File: config.mk
export PLATFORM = sky130hd
export DESIGN_NAME = trsq_cell
export DESIGN_NICKNAME = d
export VERILOG_FILES = /design/src/sv/trsq_pkg.sv /design/src/sv/trsq_cell.sv
export SDC_FILE = /design/constraint.sdc
export NUM_CORES = 1
export LEC_CHECK = 0
export BUFFER_PORTS_ARGS = -buffer_cell sky130_fd_sc_hd__buf_2
export CORE_MARGIN = 3
export CORE_UTILIZATION = 46
export DETAILED_ROUTE_END_ITERATION = 7
export PLACE_DENSITY_LB_ADDON = 0.15
export SLEW_MARGIN = 15
export SYNTH_ARGS = -nofsm -noshare
export SYNTH_HDL_FRONTEND = slang
export SYNTH_SLANG_ARGS = --single-unit
File: constraint.sdc
create_clock -name clk -period 5.1 [get_ports clk]
set_input_delay 0.255 -clock clk [delete_from_list [all_inputs] [get_ports clk]]
set_output_delay 0.255 -clock clk [all_outputs]
set_load 0.02 [all_outputs]
File: src/sv/trsq_pkg.sv
// Package for the tagged radius sorted query block.
// Holds sizes, field widths, mode and result codes. No dependencies.
`default_nettype none
package trsq_pkg;
	localparam int MaxTargets = 64;
	localparam int TagCount   = 8;
	localparam int IdxW       = 6;
	localparam int CntW       = 7;
	localparam int DistW      = 34;

	localparam logic [1:0] ModeLoad  = 2'd0;
	localparam logic [1:0] ModeClear = 2'd1;
	localparam logic [1:0] ModeQuery = 2'd2;
	localparam logic [1:0] ModeRsvd  = 2'd3;

	localparam logic [1:0] KindDone    = 2'd0;
	localparam logic [1:0] KindFull    = 2'd1;
	localparam logic [1:0] KindMatch   = 2'd2;
	localparam logic [1:0] KindNoMatch = 2'd3;

	localparam logic [7:0] TagMask = 8'((9'd1 << TagCount) - 9'd1);

	typedef struct packed {
		logic [DistW-1:0] dsq;
		logic [IdxW-1:0]  idx;
	} entry_t;

	typedef struct packed {
		logic   clr;
		logic   ins;
		entry_t ent;
		logic   shift;
	} cell_ctl_t;
endpackage
`default_nettype wire

File: src/sv/trsq_cell.sv
// One sorting cell of the insertion chain for the query block.
// Uses trsq_pkg; neighbor data comes from the previous cell, or the next on a shift.
`default_nettype none
module trsq_cell import trsq_pkg::*; (
	input  wire logic      clk,
	input  wire logic      arst_n,
	input  wire cell_ctl_t ctl,
	input  wire logic      left_valid,
	input  wire entry_t    left_ent,
	input  wire logic      left_gt,
	output logic           valid_q,
	output entry_t         ent_q,
	output logic           gt
);
	assign gt = valid_q && (ent_q.dsq > ctl.ent.dsq);

	always_ff @(posedge clk or negedge arst_n) begin
		if (!arst_n) begin
			valid_q <= 1'b0;
		end else if (ctl.clr) begin
			valid_q <= 1'b0;
		end else if (ctl.shift) begin
			valid_q <= left_valid;
			ent_q   <= left_ent;
		end else if (ctl.ins) begin
			if (left_gt) begin
				valid_q <= left_valid;
				ent_q   <= left_ent;
			end else if (gt || !valid_q) begin
				if (!left_valid) begin
					valid_q <= valid_q;
				end
				if (left_valid && (gt || !valid_q)) begin
					valid_q <= 1'b1;
					ent_q   <= ctl.ent;
				end
			end
		end
	end
endmodule
`default_nettype wire

## After elaboration in Yosys (flattened, before gate mapping)

Cells that the tools add are included.

- Register bits: 41
- Latch bits: 0
- Memory bits (writable): 0
- Memory bits (read-only): 0
- Bits of input ports: 87
- Output and inout bits: 42
- Word-level logic and storage cells: 28
- Memories: 0

- Add/sub/neg operators: 0
- $mul: 0
- Div/mod/pow operators: 0
- Order comparisons: 1
- Eq/ne operators: 0
- Shift operators: 0
- Multiplexer cells: 11
- Bitwise logic cells: 1
- Reductions and logical operators: 12

Operators by type and width:

| kind | count |
|---|---|
| two-way mux 40 bit | 5 |
| greater-than comparator 34 bit | 1 |
| nonzero test 3 bit | 3 |
| nonzero test 4 bit | 2 |
| two-way mux 1 bit | 6 |
| AND reduction 5 bit | 1 |
| AND reduction 3 bit | 1 |
| logical AND 1 bit | 2 |
| nonzero test 2 bit | 1 |
| zero test 1 bit | 1 |
| logical OR 1 bit | 1 |
| NOT 1 bit | 1 |

## Logic depth before layout (Yosys ltp)

- Depth in word-level cells: 10
- Gate-level depth with buffers: 8
- Mapped depth without buffers: 8

## Worst setup path before layout

OpenSTA, ideal clock, no wires.

- Path kind: register to register
- Start: register valid_q
- End: register ent_q[0] (netlist bit) (enable)
- Setup time: 0.501 ns
- Data arrival time: 3.763 ns
- Required time: 4.599 ns
- Setup slack: 0.836 ns
- Cell stages (with the launch flop): 5
- Buffers on the path: 0
- Period minus slack after synthesis: 4.264 ns
- Path through: dfrtp_1 > inv_1 > a21o_1 > a21oi_1 > o32ai_1

- Longest elaborated chain between the ends: 5
- Elaborated cells between the ends (all ways): 7
- Classes of those cells: reduce/logical: 7

Ends and longest elaborated chain:

| element | line | text |
|---|---|---|
| start: declaration | trsq_cell.sv:11 | `output logic valid_q,` |
| start signal: assignment | trsq_cell.sv:23 | `valid_q <= left_valid;` |
| start signal: assignment | trsq_cell.sv:27 | `valid_q <= left_valid;` |
| start signal: assignment | trsq_cell.sv:31 | `valid_q <= valid_q;` |
| logical AND 1 bit / zero test 1 bit (equally long branches) | trsq_cell.sv:15, trsq_cell.sv:29, trsq_cell.sv:33 |  |
| logical OR 1 bit * | trsq_cell.sv:29, trsq_cell.sv:33 |  |
| logical AND 1 bit | trsq_cell.sv:33 | `if (left_valid && (gt \|\| !valid_q)) begin` |
| nonzero test 3 bit (no source line) | - |  |
| AND reduction 5 bit (no source line) * | - |  |
| end signal: assignment | trsq_cell.sv:24 | `ent_q <= left_ent;` |
| end signal: assignment | trsq_cell.sv:28 | `ent_q <= left_ent;` |
| end signal: assignment | trsq_cell.sv:35 | `ent_q <= ctl.ent;` |
| end: declaration | trsq_cell.sv:12 | `output entry_t ent_q,` |

Mark *: on every way between the ends. The rest lies on a longest branch, timed or not.
A chain may end at the register's enable or synchronous reset.

## Final worst setup path

- Start: register ent_q[22] (netlist bit)
- End: register ent_q[20] (netlist bit) (enable)

- Longest elaborated chain between the ends: 6
- Elaborated cells between the ends (all ways): 7
- Classes of those cells: order compare: 1; reduce/logical: 6

Ends and longest elaborated chain:

| element | line | text |
|---|---|---|
| greater-than comparator 34 bit * | trsq_cell.sv:15 | `assign gt = valid_q && (ent_q.dsq > ctl.ent.dsq);` |
| logical AND 1 bit * | trsq_cell.sv:15 |  |
| logical OR 1 bit * | trsq_cell.sv:29, trsq_cell.sv:33 |  |
| logical AND 1 bit | trsq_cell.sv:33 |  |
| nonzero test 3 bit (no source line) | - |  |
| AND reduction 5 bit (no source line) * | - |  |

Marks and branches as above.

==> flow_summary.ini <==
[outcome]
status = finished, final reports clean

[routing]
wl_per_cell_um = 14.44
firstDrtPassIters = 4
viasPerCell = 4.993
wirelength_um = 6138
vias = 2122
route.detailed.drc = 0
drtIter0Drc = 45
final_antenna_net_count = 0

[sta]
worstMarginPinSlew_ns = 0.8605
final-setup-viol-count = 0
slew_violations = 0
hold_viol = 0
rsz0062_at_grt = false
fmax_mhz = 328.5
fin_tns_setup_ns = 0
finClkSkew_ns = 0.009907
finalCritPeriodShare_pct = 59.68
period_needed_ns = 3.044
max_slew_margin_pct = 42.63
setup_slack_ns = 2.056

[clock_tree]
ctsLongestPathBuffers = 2
cts_max_level = 2
cts_tree = built
clkTransAtPathRegs_ns = 0.08
cts-buffers-inserted = 5
clock_sinks = 41
cts_root_buf = clkbuf_8
cts_setup_buffers = 0
clk_latency_ns = 0.29

[synthesis]
synth_mux_area_share_pct = 17.08
ys.warnings.count = 0
ys_ff_latch = 41
synth_area_um2 = 2638
synth.distinct_cells = 30
synth_fa_ha_area_share_pct = 16.13
syn_inst = 220
syn_avg_cell_area_um2 = 11.99
synth-xor-area-share_pct = 0
synth_top_family_by_area = multiplexers
yosysSeqAreaShare_pct = 46.49
synth-compound-area-share_pct = 6.546
synth_nets = 341
synth-simple-area-share_pct = 7.875

[power]
power.share.clock_pct = 25.4
p_int_uw = 582.3
p_sw_share_pct = 27.35
power.density_nw_per_um2 = 229.0
peakVddDrop_mv = 0.1721
finalPower_uw = 801.6
switchingPower_uw = 219.2
p_leak_nw = 1.672
pwr-share-seq_pct = 50.4
comb_power_share_pct = 24.1

[global_route]
antenna_found_initial = 0
track_usage_pct = 18.68
grt_pass1_vias = 2155
grt_max_degree = 41
grt_pass1_wl_um = 9487
grt_remaining_overflow = 0

[worst_hold_path]
hp-class = in -> reg

[die]
die-width_um = 81.72
coreArea_um2 = 5335
die_h_um = 81.72
start_util_pct = 49.44
rows = 26
die-area_um2 = 6678
io_pins = 129

[finish]
drive_above_1_share_pct = 48.45
nets = 475
antenna_cells = 0
syn2layout_area_growth_pct = 32.73
nFillCells = 439

[critical_path]
crit_chain = ha_1 -> nand4_1 -> nor4_1 -> o21ai_0 -> a21oi_1 -> nor3_1 -> o32ai_4 -> buf_4
cp.arrival_ns = 3.01
critPathKind = reg -> reg
startpoint_type = register
cp_slowest_cell = o32ai_4
cp-end-kind = register
max_stage_delay_ns = 0.49
critPathRequiredTime_ns = 5.06
path_max_fanout = 23

[placed_design]
gp_congestion = 0.8447
portBuffers = 128
preCtsSetupSlack_ns = 2.004
dp_hpwl_um = 5010

[job]
cap_violations = 0
[worst max-delay path: cells and delay by family (launching register included)]
kind / cells / cell delay (ns)
AOI/OAI and AO/OA: 3 / 0.84
buffers and inverters: 1 / 0.44
DFF: 1 / 0.42
adders and majority gates: 1 / 0.34
and+or+nand+nor: 3 / 0.66
[power groups by stage]
stage,registers (mW),logic (mW),clock network [mW]
2_1_floorplan,0.436,0.0899,0
3_3_place_gp,0.411,0.188,0
3_5_place_dp,0.412,0.192,0
4_1_cts,0.404,0.194,0.207
5_1_grt,0.406,0.217,0.219
6_report,0.404,0.194,0.204
[routing by layer]
metal	share of wire [%]	track usage, %	vias up
li1	-	-	1077
met5	0	0	-
met4	0.78	3.987	0
met1	41	21.18	964
met2	49	33.36	75
met3	10	7.018	6
[metrics by stage]
stage	hold WS (ns)	utilization [%]	instances	cell area, um^2
4_1_cts	0.1843	65.10	424	3473
6_report	0.1926	65.62	425	3501
2_1_floorplan	-0.04059	-	220	2638
5_1_grt	0.1851	65.62	425	3501
3_5_place_dp	0.04269	63.41	415	3383
3_3_place_gp	0.03956	63.41	415	3383
[cell usage in the layout (no fill, tap or decap), types with 2 or more instances in the layout]
cell        n
nand4_1     7
nor4_1      2
o21ai_1     4
a21oi_1    17
ha_1       34
o21ai_0     2
edfxtp_1   40
mux2_2     31
mux2_1      9
a221oi_1    2
clkbuf_1    3
clkbuf_8    5
nor2_1      2
inv_1      37
buf_2     128
nand3_1     4
nand2_1     9
nor3_1      3
[area by class of cell]
type | instances | area, um^2 | area share (%)
clock buffers | 8 | 80.08 | 2.287
multi-input cells | 138 | 1282 | 36.63
inverters | 37 | 138.9 | 3.967
flip-flops and latches | 41 | 1226 | 35.03
well taps | 70 | 87.58 | 2.502
repair buffers | 131 | 685.7 | 19.59
[path summary, 6_finish.rpt]
path,start,to,slack (ns),depth (start not counted)
worst max-delay path,ent_q[22],ent_q[20],2.06,8
worst min-delay path,ctl[42],valid_q,0.19,2
worst max register to register,ent_q[22],ent_q[20],2.06,8
worst min register to register,valid_q,valid_q,0.69,3
max in group asynchronous,arst_n,valid_q,4.72,2
min in group asynchronous,arst_n,valid_q,0.28,2
[repair_timing]
action                    4_1_cts  5_1_grt
hold buffers                    1        0
hold endpoints to repair        1        0
resized for setup               0        0
[kinds of logic (layout without fill, tap and decap cells)]
family                     Yosys count  in the layout
buffers and inverters               41            176
adders and majority gates           34             34
DFF                                 41             41
muxes                               40             40
and+or+nand+nor                     34             34
AOI/OAI and AO/OA                   30             30
[synth_stat cells]
cell	number	share of area (%)
buf_2	1	0.19
nor2_1	3	0.43
a221oi_1	2	0.66
nor3_2	1	0.38
mux2_2	31	13
nor3_1	3	0.57
a21o_1	1	0.28
nand4_1	7	1.7
dfrtp_1	1	0.95
nor2b_1	1	0.24
inv_1	37	5.3
nand2_1	9	1.3
nand4_4	1	0.81
nor4_1	2	0.47
edfxtp_1	40	46
nand4_2	1	0.47
mux2_1	9	3.8
o211ai_1	1	0.28
a22oi_1	1	0.28
o32ai_1	1	0.33
o21ai_1	4	0.76
a211o_1	1	0.33
or4b_1	1	0.38
nand3_1	4	0.76
ha_1	34	16
or4_4	1	0.43
clkbuf_1	1	0.14
buf_1	2	0.28
a21oi_1	17	3.2
o21ai_0	2	0.38
[registers in the layout, summed over array words and instances, names as in the netlist]
register and count:
ent_q 40, valid_q 1
(Power assumes the default switching activity.)
